**config.mk**
```make
export PLATFORM = sky130hd
export DESIGN_NAME = servo_pulse_sweep_controller_top
export DESIGN_NICKNAME = d
export VERILOG_FILES = /design/src/sv/spsc_pkg.sv /design/src/sv/servo_pulse_sweep_controller_top.sv
export SDC_FILE = /design/constraint.sdc
export NUM_CORES = 1
export LEC_CHECK = 0
export ABC_AREA = 1
export BUFFER_PORTS_ARGS = -buffer_cell sky130_fd_sc_hd__buf_4
export CORE_MARGIN = 1.5
export CORE_UTILIZATION = 50
export DETAILED_ROUTE_END_ITERATION = 10
export PLACE_DENSITY = 0.75
export SKIP_LAST_GASP = 1
export SYNTH_ARGS = -nofsm -noshare
export SYNTH_HDL_FRONTEND = slang
export SYNTH_SLANG_ARGS = --single-unit
```
**constraint.sdc**
```tcl
create_clock -name clk -period 10.01 [get_ports clk]
set_input_delay 3.003 -clock clk [delete_from_list [all_inputs] [get_ports clk]]
set_output_delay 3.003 -clock clk [all_outputs]
set_load 0.005 [all_outputs]
```
**src/sv/spsc_pkg.sv**
```systemverilog
// Shared types, codes and reset values for the servo pulse sweep controller.
// No dependencies; imported by the top level, its checker and the testbench.
package spsc_pkg;

  // Pulse width precision and derived types
  localparam int PULSE_BITS = 12;
  localparam int SUM_BITS   = PULSE_BITS + 1;
  localparam int REQ_BITS   = 16;
  localparam int MS_BITS    = 16;
  localparam int STEP_BITS  = 8;
  localparam int MODE_BITS  = 8;
  localparam int CFG_BITS   = 16;

  typedef logic [PULSE_BITS-1:0] pulse_t;
  typedef logic [SUM_BITS-1:0]   pulse_sum_t;
  typedef logic [REQ_BITS-1:0]   req_t;
  typedef logic [MS_BITS-1:0]    ms_t;
  typedef logic [STEP_BITS-1:0]  step_t;
  typedef logic [MODE_BITS-1:0]  mode_req_t;
  typedef logic [CFG_BITS-1:0]   cfg_data_t;

  // Input action codes
  typedef enum logic [2:0] {
    ACT_TICK   = 3'd0,
    ACT_BUTTON = 3'd1,
    ACT_SET    = 3'd2,
    ACT_MODE   = 3'd3,
    ACT_BAD    = 3'd4
  } action_t;

  // Result status codes
  typedef enum logic [2:0] {
    ST_NONE       = 3'd0,
    ST_WIDTHS_SET = 3'd1,
    ST_NOW_MANUAL = 3'd2,
    ST_NOW_AUTO   = 3'd3,
    ST_MODE_ERROR = 3'd4,
    ST_BAD_LINE   = 3'd5
  } status_t;

  // Configuration register indexes
  typedef enum logic [2:0] {
    REG_PULSE_FLOOR   = 3'd0,
    REG_PULSE_CEILING = 3'd1,
    REG_SWEEP_LOW     = 3'd2,
    REG_SWEEP_HIGH    = 3'd3,
    REG_SWEEP_STEP    = 3'd4,
    REG_STEP_INTERVAL = 3'd5,
    REG_HOLD_MS       = 3'd6
  } cfg_reg_t;

  // Mode request values
  localparam mode_req_t MODE_MANUAL_REQ = mode_req_t'(0);
  localparam mode_req_t MODE_AUTO_REQ   = mode_req_t'(1);

  // Reset values
  localparam pulse_t PULSE_FLOOR_RST   = pulse_t'(800);
  localparam pulse_t PULSE_CEILING_RST = pulse_t'(2200);
  localparam pulse_t SWEEP_LOW_RST     = pulse_t'(1200);
  localparam pulse_t SWEEP_HIGH_RST    = pulse_t'(1800);
  localparam step_t  SWEEP_STEP_RST    = step_t'(10);
  localparam ms_t    STEP_INTERVAL_RST = ms_t'(30);
  localparam ms_t    HOLD_MS_RST       = ms_t'(2000);
  localparam pulse_t PULSE_CENTER_RST  = pulse_t'(1500);

endpackage

```
**src/sv/servo_pulse_sweep_controller_top.sv**
```systemverilog
// Servo pulse sweep controller: config registers, mode/sweep/hold state, result register.
// Depends on spsc_pkg.
//
//  channel  | handshake               | payload
//  ---------+-------------------------+-------------------------------------------------
//  item     | item_valid, item_ready  | action, width_first, width_second,
//           |                         | second_given, mode_request
//  result   | result_valid,           | width_a, width_b, auto_active, manual_led,
//           | result_ready            | holding, status
//  cfg      | cfg_valid, cfg_ready    | cfg_index, cfg_data
//
// Each item is decoded against the state registers in a single combinational pass of
// compares and adds, and its result appears in the result register on the next cycle.
// A new item is taken every cycle while the result side keeps up.
// item_ready drops only while a result waits and result_ready is low.
// Synchronous reset restores the default limits, manual mode and 1500 us outputs.
// cfg_ready is always high; writes take effect on the following cycle.
module servo_pulse_sweep_controller_top
  import spsc_pkg::*;
(
  input  logic      clk,
  input  logic      rst,
  // item channel
  input  logic      item_valid,
  output logic      item_ready,
  input  logic [2:0] action,
  input  req_t      width_first,
  input  req_t      width_second,
  input  logic      second_given,
  input  mode_req_t mode_request,
  // result channel
  output logic      result_valid,
  input  logic      result_ready,
  output pulse_t    width_a,
  output pulse_t    width_b,
  output logic      auto_active,
  output logic      manual_led,
  output logic      holding,
  output logic [2:0] status,
  // configuration channel
  input  logic      cfg_valid,
  output logic      cfg_ready,
  input  logic [2:0] cfg_index,
  input  cfg_data_t cfg_data
);

  // Configuration registers
  pulse_t pulse_floor, pulse_ceiling, sweep_low, sweep_high;
  step_t  sweep_step;
  ms_t    step_interval_ms, hold_ms;

  // Controller state; out_a/out_b/auto_mode/hold_pending double as result fields
  logic    auto_mode, sweep_down, hold_pending;
  pulse_t  sweep_value, out_a, out_b;
  ms_t     since_step_ms, since_command_ms;
  status_t result_status;

  logic    auto_mode_next, sweep_down_next, hold_pending_next;
  pulse_t  sweep_value_next, out_a_next, out_b_next;
  ms_t     since_step_ms_next, since_command_ms_next;
  status_t result_status_next;

  logic       accept;
  logic       held;
  ms_t        step_cnt_inc, cmd_cnt_inc;
  pulse_t     clamp_first, clamp_second;
  pulse_sum_t sweep_raw;
  pulse_t     sweep_new;
  logic       sweep_turn_down, sweep_turn_up;

  // Clamp a requested width: floor first, then ceiling wins
  function automatic pulse_t clamp_width(input req_t w, input pulse_t lo, input pulse_t hi);
    req_t v;
    v = w;
    if (v < REQ_BITS'(lo)) v = REQ_BITS'(lo);
    if (v > REQ_BITS'(hi)) v = REQ_BITS'(hi);
    return v[PULSE_BITS-1:0];
  endfunction

  assign cfg_ready  = 1'b1;
  assign item_ready = !result_valid || result_ready;
  assign accept     = item_valid && item_ready;

  // Configuration writes
  always_ff @(posedge clk) begin
    if (rst) begin
      pulse_floor      <= PULSE_FLOOR_RST;
      pulse_ceiling    <= PULSE_CEILING_RST;
      sweep_low        <= SWEEP_LOW_RST;
      sweep_high       <= SWEEP_HIGH_RST;
      sweep_step       <= SWEEP_STEP_RST;
      step_interval_ms <= STEP_INTERVAL_RST;
      hold_ms          <= HOLD_MS_RST;
    end else if (cfg_valid && cfg_ready) begin
      unique case (cfg_reg_t'(cfg_index))
        REG_PULSE_FLOOR:   pulse_floor      <= cfg_data[PULSE_BITS-1:0];
        REG_PULSE_CEILING: pulse_ceiling    <= cfg_data[PULSE_BITS-1:0];
        REG_SWEEP_LOW:     sweep_low        <= cfg_data[PULSE_BITS-1:0];
        REG_SWEEP_HIGH:    sweep_high       <= cfg_data[PULSE_BITS-1:0];
        REG_SWEEP_STEP:    sweep_step       <= cfg_data[STEP_BITS-1:0];
        REG_STEP_INTERVAL: step_interval_ms <= cfg_data[MS_BITS-1:0];
        REG_HOLD_MS:       hold_ms          <= cfg_data[MS_BITS-1:0];
        default: ;
      endcase
    end
  end

  // Saturating elapsed counters
  assign step_cnt_inc = (since_step_ms == '1) ? since_step_ms : since_step_ms + ms_t'(1);
  assign cmd_cnt_inc  = (since_command_ms == '1) ? since_command_ms
                                                 : since_command_ms + ms_t'(1);
  assign held = hold_pending && (cmd_cnt_inc < hold_ms);

  // Requested widths after clamping
  assign clamp_first  = clamp_width(width_first, pulse_floor, pulse_ceiling);
  assign clamp_second = clamp_width(width_second, pulse_floor, pulse_ceiling);

  // Triangle sweep step: move, floor at zero, then fold at the bounds
  always_comb begin
    if (sweep_down) begin
      sweep_raw = (sweep_value >= PULSE_BITS'(sweep_step))
                ? SUM_BITS'(sweep_value) - SUM_BITS'(sweep_step) : '0;
    end else begin
      sweep_raw = SUM_BITS'(sweep_value) + SUM_BITS'(sweep_step);
    end
    sweep_turn_down = sweep_raw >= SUM_BITS'(sweep_high);
    sweep_turn_up   = !sweep_turn_down && (sweep_raw <= SUM_BITS'(sweep_low));
    if (sweep_turn_down)    sweep_new = sweep_high;
    else if (sweep_turn_up) sweep_new = sweep_low;
    else                    sweep_new = sweep_raw[PULSE_BITS-1:0];
  end

  // Decode the action and form the next state
  always_comb begin
    auto_mode_next        = auto_mode;
    sweep_down_next       = sweep_down;
    hold_pending_next     = hold_pending;
    sweep_value_next      = sweep_value;
    out_a_next            = out_a;
    out_b_next            = out_b;
    since_step_ms_next    = since_step_ms;
    since_command_ms_next = since_command_ms;
    result_status_next    = ST_NONE;
    unique case (action_t'(action))
      ACT_TICK: begin
        since_step_ms_next    = step_cnt_inc;
        since_command_ms_next = cmd_cnt_inc;
        if (auto_mode && !held && (step_cnt_inc >= step_interval_ms)) begin
          hold_pending_next  = 1'b0;
          since_step_ms_next = '0;
          sweep_value_next   = sweep_new;
          out_a_next         = sweep_new;
          out_b_next         = sweep_new;
          if (sweep_turn_down)    sweep_down_next = 1'b1;
          else if (sweep_turn_up) sweep_down_next = 1'b0;
        end
      end
      ACT_BUTTON: begin
        if (auto_mode) begin
          auto_mode_next     = 1'b0;
          result_status_next = ST_NOW_MANUAL;
        end else begin
          auto_mode_next     = 1'b1;
          sweep_value_next   = sweep_low;
          sweep_down_next    = 1'b0;
          since_step_ms_next = '0;
          hold_pending_next  = 1'b0;
          result_status_next = ST_NOW_AUTO;
        end
      end
      ACT_SET: begin
        out_a_next            = clamp_first;
        out_b_next            = second_given ? clamp_second : clamp_first;
        sweep_value_next      = clamp_first;
        hold_pending_next     = 1'b1;
        since_command_ms_next = '0;
        result_status_next    = ST_WIDTHS_SET;
      end
      ACT_MODE: begin
        if (mode_request == MODE_AUTO_REQ) begin
          auto_mode_next     = 1'b1;
          result_status_next = ST_NOW_AUTO;
        end else if (mode_request == MODE_MANUAL_REQ) begin
          auto_mode_next     = 1'b0;
          result_status_next = ST_NOW_MANUAL;
        end else begin
          result_status_next = ST_MODE_ERROR;
        end
      end
      ACT_BAD: result_status_next = ST_BAD_LINE;
      default: ;
    endcase
  end

  // Commit state and result on each accepted item
  always_ff @(posedge clk) begin
    if (rst) begin
      auto_mode        <= 1'b0;
      sweep_down       <= 1'b0;
      hold_pending     <= 1'b0;
      sweep_value      <= PULSE_CENTER_RST;
      out_a            <= PULSE_CENTER_RST;
      out_b            <= PULSE_CENTER_RST;
      since_step_ms    <= '0;
      since_command_ms <= '0;
      result_status    <= ST_NONE;
    end else if (accept) begin
      auto_mode        <= auto_mode_next;
      sweep_down       <= sweep_down_next;
      hold_pending     <= hold_pending_next;
      sweep_value      <= sweep_value_next;
      out_a            <= out_a_next;
      out_b            <= out_b_next;
      since_step_ms    <= since_step_ms_next;
      since_command_ms <= since_command_ms_next;
      result_status    <= result_status_next;
    end
  end

  // Result valid: set on accept, drop when taken with nothing new behind it
  always_ff @(posedge clk) begin
    if (rst) begin
      result_valid <= 1'b0;
    end else if (accept) begin
      result_valid <= 1'b1;
    end else if (result_ready) begin
      result_valid <= 1'b0;
    end
  end

  assign width_a     = out_a;
  assign width_b     = out_b;
  assign auto_active = auto_mode;
  assign manual_led  = !auto_mode;
  assign holding     = hold_pending;
  assign status      = result_status;

endmodule

```
==> results_tabular.tex, run 1 <==
\begin{tabular}{lr}
\hline
Metric & Value \\
\hline
\multicolumn{2}{l}{\textbf{Synth}} \\
\quad Area contributors post-synth & sky130\_fd\_sc\_hd\_\_dfxtp\_1 (28\%), sky130\_fd\_sc\_hd\_\_nand2\_1 (16\%), sky130\_fd\_sc\_hd\_\_ha\_1 (13\%) \\
\quad Number of enable flip-flop cells after synthesis & 0 \\
\quad Sequential area share after synthesis & 0.278 \\
\quad Warnings from Yosys & 0 \\
\quad Distinct cell type count of the synthesized netlist & 47 \\
\quad Post-synthesis instance area & 11800 um\^{}2 \\
\quad Fraction of post-synthesis cell area in the top cell type by area & 0.278 \\
\quad Count of mapped cells out of synthesis & 1813 \\
\quad Number of flip-flops and latches in the synthesized netlist & 163 \\
\quad Fraction of registers with async set or reset after synthesis & 0 \\
\quad Post-synthesis net count & 2002 \\
\quad Synth area leader & sky130\_fd\_sc\_hd\_\_dfxtp\_1 \\
\quad Post-Syn Area per Cell & 6.48 um\^{}2 \\
\quad Main synth FF type & sky130\_fd\_sc\_hd\_\_dfxtp\_1 \\
\multicolumn{2}{l}{\textbf{Clock network}} \\
\quad Number of gates resized after cts & 0 \\
\quad Number of hold-repair buffers added at the cts stage & 0 \\
\quad \# Post-CTS Setup Buffers & 0 \\
\quad Clock-pin slew on the worst setup and hold paths & 0.07 ns \\
\quad Worst skew pair latency & 0.44 ns \\
\quad Clock tree from TritonCTS & yes \\
\quad Level count of the clock H-tree & 4 \\
\quad CTS buffer count & 17 \\
\quad Clock sink count & 163 \\
\quad Clock tree buffer depth & 2 \\
\quad Clk Tree Root Cell & sky130\_fd\_sc\_hd\_\_clkbuf\_16 \\
\multicolumn{2}{l}{\textbf{Place}} \\
\quad DP Wirelength & 26.4 mm \\
\quad Post-placement worst setup slack & 2.45 ns \\
\quad Port buffer count & 99 \\
\quad Final GP Congestion & 0.945 \\
\multicolumn{2}{l}{\textbf{GRT}} \\
\quad Global-route wire length before repair & 56.0 mm \\
\quad GRT Overall Usage & 0.291 \\
\quad Via count of the first global-routing pass & 11100 \\
\quad Total global routing overflow & 0 \\
\quad Maximum number of pins on one net before global-route repair & 96 \\
\quad Initial antenna violation count & 0 \\
\multicolumn{2}{l}{\textbf{STA}} \\
\quad Count of final max-slew check failures & 0 \\
\quad Accumulated negative setup slack & 0 ns \\
\quad Part of the cycle the worst path needs & 0.723 \\
\quad Minimum clock period & 7.24 ns \\
\quad Headroom to the max-slew limit & 0.265 \\
\quad Hold violation total from the final report & 0 \\
\quad Maximum frequency from static timing analysis & 138 MHz \\
\quad Worst slew pin tran & 1.10 ns \\
\quad RSZ-0062 raised after global routing & false \\
\quad Final-report setup violation count & 0 \\
\quad Worst setup skew after layout & 0.0122 ns \\
\quad Setup ws final & 2.77 ns \\
\multicolumn{2}{l}{\textbf{Layout}} \\
\quad Post-synthesis to final-layout area growth & 12.1\% \\
\quad Antenna Cells & 0 \\
\quad Share of final-layout standard cells stronger than drive strength 1 & 0.0892 \\
\quad Filler cells & 2262 \\
\quad Number of nets in the layout & 2060 \\
\multicolumn{2}{l}{\textbf{Pwr}} \\
\quad Worst vdd rail ir drop & 0.119 mV \\
\quad Clk pwr share & 0.364 \\
\quad Areal power density over the cells & 138 nW/um\^{}2 \\
\quad Combinational share of power & 0.256 \\
\quad Sequential cell fraction of total power & 0.380 \\
\quad Internal power & 0.00120 W \\
\quad Static leakage power & 6.40 nW \\
\quad Fraction of power spent switching nets & 0.338 \\
\quad Switching component of the power & 0.000614 W \\
\multicolumn{2}{l}{\textbf{Job}} \\
\quad Max Cap Viol & 0 \\
\multicolumn{2}{l}{\textbf{Route}} \\
\quad Routed length per instance & 15.8 um \\
\quad Count of nets left with antenna violations after detail routing & 0 \\
\quad Number of vias in the routed layout & 11900 \\
\quad Violation count after the first detailed-routing iteration & 931 \\
\quad Post-Route WL & 34.7 mm \\
\quad Number of remaining DRC errors & 0 \\
\quad Mean number of vias per cell & 5.42 \\
\quad Number of iterations in the first detailed-routing pass & 7 \\
\multicolumn{2}{l}{\textbf{Status}} \\
\quad Result of the run & completed \\
\multicolumn{2}{l}{\textbf{Setup path}} \\
\quad Critical Path End Type & register \\
\quad Data arrival time at the worst-slack endpoint & 7.61 ns \\
\quad Worst endpoint required time & 10.38 ns \\
\quad CP max FO & 18 \\
\quad Reg2Reg Setup Slack & 5.04 ns \\
\quad CP startpoint kind & input pin \\
\quad Class of the most critical setup path & input pin to register \\
\multicolumn{2}{l}{\textbf{Floorplanning}} \\
\quad DIE HEIGHT & 156 um \\
\quad IO Pins & 101 \\
\quad Core Area & 22800 um\^{}2 \\
\quad Overall die area & 24400 um\^{}2 \\
\quad Starting utilization of the core area & 0.515 \\
\quad FP Rows & 55 \\
\quad Die extent in x & 156 um \\
\multicolumn{2}{l}{\textbf{Worst hold path}} \\
\quad Class of the tightest hold or removal check & register to register \\
\hline
\end{tabular}
==> layer usage <==
| layer | share of wire | global-route usage | vias up | wire (um) |
|---|---|---|---|---|
| met2 | 0.45 | 0.481 | 443 | 15700 |
| met4 | 0.033 | 0.110 | 0 | 1160 |
| met5 | 0 | 0 | - | 0 |
| li1 | - | - | 6054 | - |
| met3 | 0.075 | 0.0526 | 64 | 2600 |
| met1 | 0.44 | 0.378 | 5337 | 15200 |
==> worst max-delay path: stages <==
cell and delay, ns:
sky130_fd_sc_hd__buf_4 0.12, sky130_fd_sc_hd__ha_1 0.30, sky130_fd_sc_hd__a21oi_1 0.13, sky130_fd_sc_hd__o21ai_0 0.09
sky130_fd_sc_hd__nor2_1 0.71, sky130_fd_sc_hd__nand2_1 0.47, sky130_fd_sc_hd__nand2_1 0.19, sky130_fd_sc_hd__nand2_1 0.07
sky130_fd_sc_hd__ha_1 0.29, sky130_fd_sc_hd__a21oi_1 0.15, sky130_fd_sc_hd__o21ai_0 0.11, sky130_fd_sc_hd__nand2_1 0.09
sky130_fd_sc_hd__nand3_1 0.10, sky130_fd_sc_hd__nand2_1 0.07, sky130_fd_sc_hd__nand3b_1 0.18, sky130_fd_sc_hd__nand2_1 0.53
sky130_fd_sc_hd__inv_1 0.13, sky130_fd_sc_hd__o21ai_0 0.39, sky130_fd_sc_hd__nand2_1 0.11, sky130_fd_sc_hd__nand2_1 0.08
sky130_fd_sc_hd__nand2_1 0.05, sky130_fd_sc_hd__nand2_1 0.09, sky130_fd_sc_hd__nor2_1 0.04, sky130_fd_sc_hd__nor2_1 0.10
==> stage by stage <==
step / power [W] / hold WS [ns] / instance area [um^2] / instances / util
final: 0.00181 / 0.464 / 13200 / 2196 / 0.577
after global routing: 0.00191 / 0.484 / 13200 / 2196 / 0.577
after CTS: 0.00181 / 0.467 / 13200 / 2196 / 0.577
after detailed placement: 0.00116 / 0.456 / 12600 / 2165 / 0.552
after global placement: 0.00115 / 0.448 / 12600 / 2165 / 0.552
after floorplan: 0.00102 / 0.435 / 11800 / 1813 / -
==> cells in the final DEF, fill, tap and decap left out, types with 3 or more instances in the layout <==
master / Yosys / layout
sky130_fd_sc_hd__inv_2: 4 / 5
sky130_fd_sc_hd__o21ai_0: 116 / 116
sky130_fd_sc_hd__nand3_1: 153 / 153
sky130_fd_sc_hd__inv_1: 228 / 227
sky130_fd_sc_hd__o21a_1: 3 / 3
sky130_fd_sc_hd__dfxtp_1: 163 / 163
sky130_fd_sc_hd__a22oi_1: 8 / 8
sky130_fd_sc_hd__nand2_8: 3 / 3
sky130_fd_sc_hd__a211oi_1: 8 / 8
sky130_fd_sc_hd__nand2_1: 501 / 501
sky130_fd_sc_hd__clkbuf_16: 0 / 17
sky130_fd_sc_hd__o21bai_1: 4 / 4
sky130_fd_sc_hd__xor2_1: 17 / 17
sky130_fd_sc_hd__o211ai_1: 31 / 31
sky130_fd_sc_hd__xnor2_1: 7 / 7
sky130_fd_sc_hd__buf_4: 3 / 103
sky130_fd_sc_hd__nor4_1: 3 / 3
sky130_fd_sc_hd__nor3_1: 23 / 23
sky130_fd_sc_hd__nor2_2: 10 / 11
sky130_fd_sc_hd__clkinvlp_4: 0 / 3
sky130_fd_sc_hd__or2_2: 3 / 3
sky130_fd_sc_hd__nand2_2: 6 / 6
sky130_fd_sc_hd__a21o_1: 3 / 3
sky130_fd_sc_hd__a21oi_1: 159 / 159
sky130_fd_sc_hd__clkbuf_1: 39 / 3
sky130_fd_sc_hd__a31oi_1: 4 / 4
sky130_fd_sc_hd__ha_1: 119 / 119
sky130_fd_sc_hd__nand4_1: 13 / 13
sky130_fd_sc_hd__nor2_1: 137 / 136
==> cell usage after synthesis, types with 4 or more instances <==
master and number:
sky130_fd_sc_hd__buf_6 7, sky130_fd_sc_hd__xnor2_1 7, sky130_fd_sc_hd__buf_2 13, sky130_fd_sc_hd__o21bai_1 4, sky130_fd_sc_hd__ha_1 119, sky130_fd_sc_hd__nor2_2 10, sky130_fd_sc_hd__inv_2 4, sky130_fd_sc_hd__nand4_1 13
sky130_fd_sc_hd__nand3_1 153, sky130_fd_sc_hd__nand2_2 6, sky130_fd_sc_hd__nor2_1 137, sky130_fd_sc_hd__dfxtp_1 163, sky130_fd_sc_hd__nand2_1 501, sky130_fd_sc_hd__inv_1 228, sky130_fd_sc_hd__a31oi_1 4, sky130_fd_sc_hd__a22oi_1 8
sky130_fd_sc_hd__o211ai_1 31, sky130_fd_sc_hd__nor3_1 23, sky130_fd_sc_hd__o21ai_0 116, sky130_fd_sc_hd__clkbuf_1 39, sky130_fd_sc_hd__a211oi_1 8, sky130_fd_sc_hd__xor2_1 17, sky130_fd_sc_hd__a21oi_1 159
==> power by group through the flow <==
| stage | combinational (W) | clock, W | sequential, W |
|---|---|---|---|
| CTS | 0.000456 | 0.000665 | 0.000688 |
| finish | 0.000465 | 0.000660 | 0.000688 |
| global route | 0.000526 | 0.000690 | 0.000690 |
| global placement | 0.000449 | 0 | 0.000702 |
| detailed placement | 0.000454 | 0 | 0.000703 |
| floorplan | 0.000325 | 0 | 0.000696 |
==> flip-flops by register name, indices dropped and copies added (netlist names), 8 cells and up <==
signal / cells
hold_ms: 16
pulse_floor: 12
sweep_low: 12
sweep_value: 12
since_step_ms: 16
width_b: 12
since_command_ms: 16
pulse_ceiling: 12
step_interval_ms: 16
sweep_step: 8
sweep_high: 12
width_a: 12
==> worst paths after layout <==
kind / to / depth (start not counted) / startpoint
hold / removal: hold_ms[13]$_SDFFE_PP0P_ / 2 / hold_ms[13]$_SDFFE_PP0P_
setup reg to reg: width_b[0]$_SDFFE_PP0P_ / 24 / pulse_floor[11]$_SDFFE_PP0P_
hold reg to reg: hold_ms[13]$_SDFFE_PP0P_ / 2 / hold_ms[13]$_SDFFE_PP0P_
setup / recovery: width_b[0]$_SDFFE_PP0P_ / 24 / width_first[11]
==> cells by family (layout without fill, tap and decap cells) <==
logic type / count (synthesis) / after routing / share of synthesized area
AO/OA/AOI/OAI: 345 / 345 / 0.162
XOR/XNOR: 24 / 24 / 0.0179
adder cells (fa/ha/maj): 121 / 121 / 0.130
buffers and inverters: 298 / 368 / 0.102
flip-flops: 163 / 163 / 0.278
other: 1 / 1 / 0.000319
AND/OR/NAND/NOR: 861 / 861 / 0.311
==> cell type report <==
class | instances | area [um^2] | share of cell area
well taps | 313 | 392 | 0.0297
flip-flops and latches | 163 | 3260 | 0.248
multi-input cells | 1352 | 7300 | 0.554
clock buffers | 21 | 450 | 0.0342
clock inverters | 10 | 125 | 0.00949
repair buffers | 103 | 773 | 0.0587
inverters | 234 | 878 | 0.0666
Power figures use the tool's default switching activity.
==> run 2: changes to the inputs <==
--- a/config.mk
+++ b/config.mk
@@ -5,12 +5,12 @@
 export SDC_FILE = /design/constraint.sdc
 export NUM_CORES = 1
 export LEC_CHECK = 0
-export ABC_AREA = 1
+export ABC_AREA = 0
 export BUFFER_PORTS_ARGS = -buffer_cell sky130_fd_sc_hd__buf_4
 export CORE_MARGIN = 1.5
 export CORE_UTILIZATION = 50
 export DETAILED_ROUTE_END_ITERATION = 10
-export PLACE_DENSITY = 0.75
+export PLACE_DENSITY = 0.77
 export SKIP_LAST_GASP = 1
 export SYNTH_ARGS = -nofsm -noshare
 export SYNTH_HDL_FRONTEND = slang
==> constraint.sdc (replaced) <==
create_clock -name clk -period 6.5 [get_ports clk]
set_input_delay 1.95 -clock clk [delete_from_list [all_inputs] [get_ports clk]]
set_output_delay 1.95 -clock clk [all_outputs]
set_load 0.005 [all_outputs]
==> run 2 against run 1 <==
Compared with the run above:
- power increased by 48%
- clock skew increased by 0.0098 ns
- routed wire length increased by 6.6%
- count of clock-buffer cells in the layout decreased by 2
- utilization increased by 0.30 points
- register-to-register slack got worse by 3.9 ns
- combinational power increased by 36%
- non-clock buffer count increased by 18
- area after synthesis decreased by 0.67%
- setup slack got worse by 2.2 ns
- sequential share of layout area decreased by 0.054 points
==> results_tabular.tex, run 2 <==
\begin{tabular}{lr}
\hline
Metric & Value \\
\hline
\multicolumn{2}{l}{\textbf{Status}} \\
\quad Result of the run & completed (unchanged) \\
\multicolumn{2}{l}{\textbf{Synth}} \\
\quad Warnings from Yosys & 0 (unchanged) \\
\quad Fraction of registers with async set or reset after synthesis & 0 (unchanged) \\
\quad Sequential area share after synthesis & 0.279 (was 0.278) \\
\quad Fraction of post-synthesis cell area in the top cell type by area & 0.279 (was 0.278) \\
\quad Synth area leader & sky130\_fd\_sc\_hd\_\_dfxtp\_1 (unchanged) \\
\quad Post-synthesis net count & 1680 (was 2002) \\
\quad Post-synthesis instance area & 11700 um\^{}2 (was 11800 um\^{}2) \\
\quad Number of flip-flops and latches in the synthesized netlist & 163 (unchanged) \\
\quad Post-Syn Area per Cell & 7.83 um\^{}2 (was 6.48 um\^{}2) \\
\quad Area contributors post-synth & sky130\_fd\_sc\_hd\_\_dfxtp\_1 (28\%), sky130\_fd\_sc\_hd\_\_ha\_1 (13\%), sky130\_fd\_sc\_hd\_\_nand2\_1 (7.2\%) (was sky130\_fd\_sc\_hd\_\_dfxtp\_1 (28\%), sky130\_fd\_sc\_hd\_\_nand2\_1 (16\%), sky130\_fd\_sc\_hd\_\_ha\_1 (13\%)) \\
\quad Distinct cell type count of the synthesized netlist & 101 (was 47) \\
\quad Main synth FF type & sky130\_fd\_sc\_hd\_\_dfxtp\_1 (unchanged) \\
\quad Number of enable flip-flop cells after synthesis & 0 (unchanged) \\
\quad Most frequently used cell type in the post-synthesis netlist & sky130\_fd\_sc\_hd\_\_nand2\_1 (unchanged) \\
\quad Count of mapped cells out of synthesis & 1491 (was 1813) \\
\quad Post-synth top cells & sky130\_fd\_sc\_hd\_\_nand2\_1 (224), sky130\_fd\_sc\_hd\_\_dfxtp\_1 (163), sky130\_fd\_sc\_hd\_\_a21oi\_1 (147) (was sky130\_fd\_sc\_hd\_\_nand2\_1 (501), sky130\_fd\_sc\_hd\_\_inv\_1 (228), sky130\_fd\_sc\_hd\_\_dfxtp\_1 (163)) \\
\multicolumn{2}{l}{\textbf{Pwr}} \\
\quad Total design power & 0.00269 W (was 0.00181 W) \\
\quad Worst vdd rail ir drop & 0.222 mV (was 0.119 mV) \\
\quad Areal power density over the cells & 204 nW/um\^{}2 (was 138 nW/um\^{}2) \\
\quad Static leakage power & 5.27 nW (was 6.40 nW) \\
\multicolumn{2}{l}{\textbf{Clock network}} \\
\quad Clock sink count & 163 (unchanged) \\
\quad Clock tree from TritonCTS & yes (unchanged) \\
\quad Worst skew pair latency & 0.45 ns (was 0.44 ns) \\
\quad Clk Tree Root Cell & sky130\_fd\_sc\_hd\_\_clkbuf\_16 (unchanged) \\
\quad Number of hold-repair buffers added at the cts stage & 0 (unchanged) \\
\quad Clock-pin slew on the worst setup and hold paths & 0.06 ns (was 0.07 ns) \\
\quad Clock tree buffer depth & 2 (unchanged) \\
\quad Level count of the clock H-tree & 4 (unchanged) \\
\quad CTS buffer count & 17 (unchanged) \\
\quad Number of gates resized after cts & 0 (unchanged) \\
\quad \# Post-CTS Setup Buffers & 0 (unchanged) \\
\multicolumn{2}{l}{\textbf{Setup path}} \\
\quad Number of cells on the worst reg-to-reg path & 16 (was 24) \\
\quad CP startpoint kind & input pin (unchanged) \\
\quad Class of the most critical setup path & input pin to register (unchanged) \\
\quad Origin of the worst setup path & width\_first[15] (was width\_first[11]) \\
\quad Data arrival time at the worst-slack endpoint & 6.30 ns (was 7.61 ns) \\
\quad Critical Path End Type & register (unchanged) \\
\quad RR Endpoint & sweep\_value[0]\$\_SDFFE\_PP0P\_ (was width\_b[0]\$\_SDFFE\_PP0P\_) \\
\quad Worst reg2reg path startpoint & sweep\_step[2]\$\_SDFFE\_PP0P\_ (was pulse\_floor[11]\$\_SDFFE\_PP0P\_) \\
\quad CP max FO & 25 (was 18) \\
\quad Worst setup path endpoint & width\_b[7]\$\_SDFFE\_PP1P\_ (was width\_b[0]\$\_SDFFE\_PP0P\_) \\
\quad Worst endpoint required time & 6.87 ns (was 10.38 ns) \\
\quad Reg2Reg Setup Slack & 1.13 ns (was 5.04 ns) \\
\multicolumn{2}{l}{\textbf{Floorplanning}} \\
\quad Core Area & 22800 um\^{}2 (about the same) \\
\quad Overall die area & 24300 um\^{}2 (was 24400 um\^{}2) \\
\quad IO Pins & 101 (unchanged) \\
\quad FP Rows & 55 (unchanged) \\
\quad Die extent in x & 156 um (about the same) \\
\quad DIE HEIGHT & 156 um (about the same) \\
\quad Starting utilization of the core area & 0.513 (was 0.515) \\
\multicolumn{2}{l}{\textbf{STA}} \\
\quad Minimum clock period & 5.94 ns \\
\quad Worst setup skew after layout & 0.0221 ns (was 0.0122 ns) \\
\quad Count of final max-slew check failures & 0 (unchanged) \\
\quad RSZ-0062 raised after global routing & false (unchanged) \\
\quad Part of the cycle the worst path needs & 0.913 \\
\quad Accumulated negative setup slack & 0 ns (unchanged) \\
\quad Worst slew pin tran & 1.13 ns (was 1.10 ns) \\
\quad Headroom to the max-slew limit & 0.247 (was 0.265) \\
\quad Maximum frequency from static timing analysis & 168 MHz \\
\quad Hold violation total from the final report & 0 (unchanged) \\
\quad Final-report setup violation count & 0 (unchanged) \\
\multicolumn{2}{l}{\textbf{Route}} \\
\quad Violation count after the first detailed-routing iteration & 1106 (was 931) \\
\quad Mean number of vias per cell & 5.99 (was 5.42) \\
\quad Count of nets left with antenna violations after detail routing & 0 (unchanged) \\
\quad Routed length per instance & 19.6 um (was 15.8 um) \\
\quad Number of vias in the routed layout & 11300 (was 11900) \\
\quad Number of remaining DRC errors & 0 (unchanged) \\
\quad Number of iterations in the first detailed-routing pass & 5 (was 7) \\
\quad Post-Route WL & 37.0 mm (was 34.7 mm) \\
\multicolumn{2}{l}{\textbf{GRT}} \\
\quad Initial antenna violation count & 0 (unchanged) \\
\quad Global-route wire length before repair & 57.9 mm (was 56.0 mm) \\
\quad Maximum number of pins on one net before global-route repair & 103 (was 96) \\
\quad Via count of the first global-routing pass & 10700 (was 11100) \\
\quad GRT Overall Usage & 0.306 (was 0.291) \\
\quad Total global routing overflow & 0 (unchanged) \\
\multicolumn{2}{l}{\textbf{Place}} \\
\quad DP Wirelength & 28.0 mm (was 26.4 mm) \\
\quad Final GP Congestion & 0.988 (was 0.945) \\
\quad Port buffer count & 99 (unchanged) \\
\multicolumn{2}{l}{\textbf{Layout}} \\
\quad Filler cells & 2104 (was 2262) \\
\quad Final core utilization & 0.580 (was 0.577) \\
\quad Post-synthesis to final-layout area growth & 13.1\% (was 12.1\%) \\
\quad Commonest non-fill, non-tap cell in the layout & sky130\_fd\_sc\_hd\_\_nand2\_1 (unchanged) \\
\quad Share of final-layout standard cells stronger than drive strength 1 & 0.138 (was 0.0892) \\
\quad Antenna Cells & 0 (unchanged) \\
\quad Commonest cells after routing, fill and taps aside & sky130\_fd\_sc\_hd\_\_nand2\_1 (224), sky130\_fd\_sc\_hd\_\_dfxtp\_1 (163), sky130\_fd\_sc\_hd\_\_a21oi\_1 (147), sky130\_fd\_sc\_hd\_\_buf\_4 (120), sky130\_fd\_sc\_hd\_\_ha\_1 (119) (was sky130\_fd\_sc\_hd\_\_nand2\_1 (501), sky130\_fd\_sc\_hd\_\_inv\_1 (227), sky130\_fd\_sc\_hd\_\_dfxtp\_1 (163), sky130\_fd\_sc\_hd\_\_a21oi\_1 (159), sky130\_fd\_sc\_hd\_\_nand3\_1 (153)) \\
\quad Number of nets in the layout & 1746 (was 2060) \\
\multicolumn{2}{l}{\textbf{Worst hold path}} \\
\quad Class of the tightest hold or removal check & register to register (unchanged) \\
\multicolumn{2}{l}{\textbf{Job}} \\
\quad Max Cap Viol & 0 (unchanged) \\
\hline
\end{tabular}
[run 2: changes by cell type after synthesis, sizes merged, moves of 22 or more]
cell | before | now
nor2 | 148 | 103
mux2 | 0 | 23
nand2b | 0 | 22
o21ai | 119 | 66
nand2 | 512 | 228
inv | 232 | 113
nand3 | 155 | 33
[run 2: power breakdown]
group          switching [W]  internal (W)  total [W]
clock               0.000478      0.000530    0.00101
sequential         0.0000255       0.00102    0.00105
combinational       0.000388      0.000243   0.000631
[run 2: worst min-delay path by stage]
stage	startpoint	end	slack (ns)	cells after the start
after floorplan	hold_ms[11]$_SDFFE_PP0P_	hold_ms[11]$_SDFFE_PP0P_	0.44	2
after global placement	width_a[9]$_SDFFE_PP0P_	width_a[9]$_SDFFE_PP0P_	0.44	2
after detailed placement	hold_ms[1]$_SDFFE_PP0P_	hold_ms[1]$_SDFFE_PP0P_	0.45	2
after CTS	hold_ms[1]$_SDFFE_PP0P_	hold_ms[1]$_SDFFE_PP0P_	0.46	2
after global routing	hold_ms[12]$_SDFFE_PP0P_	hold_ms[12]$_SDFFE_PP0P_	0.48	2
final	width_a[9]$_SDFFE_PP0P_	width_a[9]$_SDFFE_PP0P_	0.45	2
[run 2: worst max-delay path, stage by stage]
cell                       delay, ns
sky130_fd_sc_hd__buf_4          0.10
sky130_fd_sc_hd__or4_1          0.60
sky130_fd_sc_hd__nor2_1         0.11
sky130_fd_sc_hd__o21ai_0        0.10
sky130_fd_sc_hd__a211oi_2       0.30
sky130_fd_sc_hd__buf_12         0.19
sky130_fd_sc_hd__mux2i_1        0.42
sky130_fd_sc_hd__inv_1          0.15
sky130_fd_sc_hd__ha_1           0.32
sky130_fd_sc_hd__nand4_1        0.14
sky130_fd_sc_hd__or3_1          0.40
sky130_fd_sc_hd__a21oi_1        0.15
sky130_fd_sc_hd__o21a_1         0.16
sky130_fd_sc_hd__buf_4          0.25
sky130_fd_sc_hd__nand2b_1       0.20
sky130_fd_sc_hd__nand2_2        0.17
sky130_fd_sc_hd__o22ai_1        0.12
sky130_fd_sc_hd__a211o_1        0.30
sky130_fd_sc_hd__a31oi_1        0.16
[run 2: kinds of logic (layout without fill, tap and decap cells)]
logic type               after synthesis  after routing  synth area share
AND/OR/NAND/NOR                      505            505             0.205
AO/OA/AOI/OAI                        444            444             0.257
buffers and inverters                190            269            0.0696
flip-flops                           163            163             0.279
adder cells (fa/ha/maj)              121            121             0.131
multiplexers                          37             37            0.0351
XOR/XNOR                              30             30            0.0225
other                                  1              1          0.000321
[run 2: stage by stage]
step | hold slack (ns) | worst slack, ns | instances | cell area, um^2
after detailed placement | 0.449 | 0.266 | 1851 | 12600
final | 0.454 | 0.565 | 1883 | 13200
after global routing | 0.482 | 0.327 | 1883 | 13200
after global placement | 0.439 | 0.186 | 1851 | 12600
after CTS | 0.459 | 0.710 | 1883 | 13200
after floorplan | 0.436 | 0.879 | 1491 | 11700
[run 2: layout make-up]
type / count / area [um^2] / area share
clock inverters: 13 / 133 / 0.0100
repair buffers: 121 / 921 / 0.0697
clock buffers: 19 / 453 / 0.0343
inverters: 116 / 440 / 0.0333
multi-input cells: 1138 / 7610 / 0.576
flip-flops and latches: 163 / 3260 / 0.247
well taps: 313 / 392 / 0.0297
[run 2: per-layer routing]
metal	wire length [um]	GRT usage	vias to the layer above
met5	0	0	-
met2	17200	0.502	416
met1	16200	0.399	5311
met4	1160	0.112	0
li1	-	-	5479
met3	2460	0.0561	81
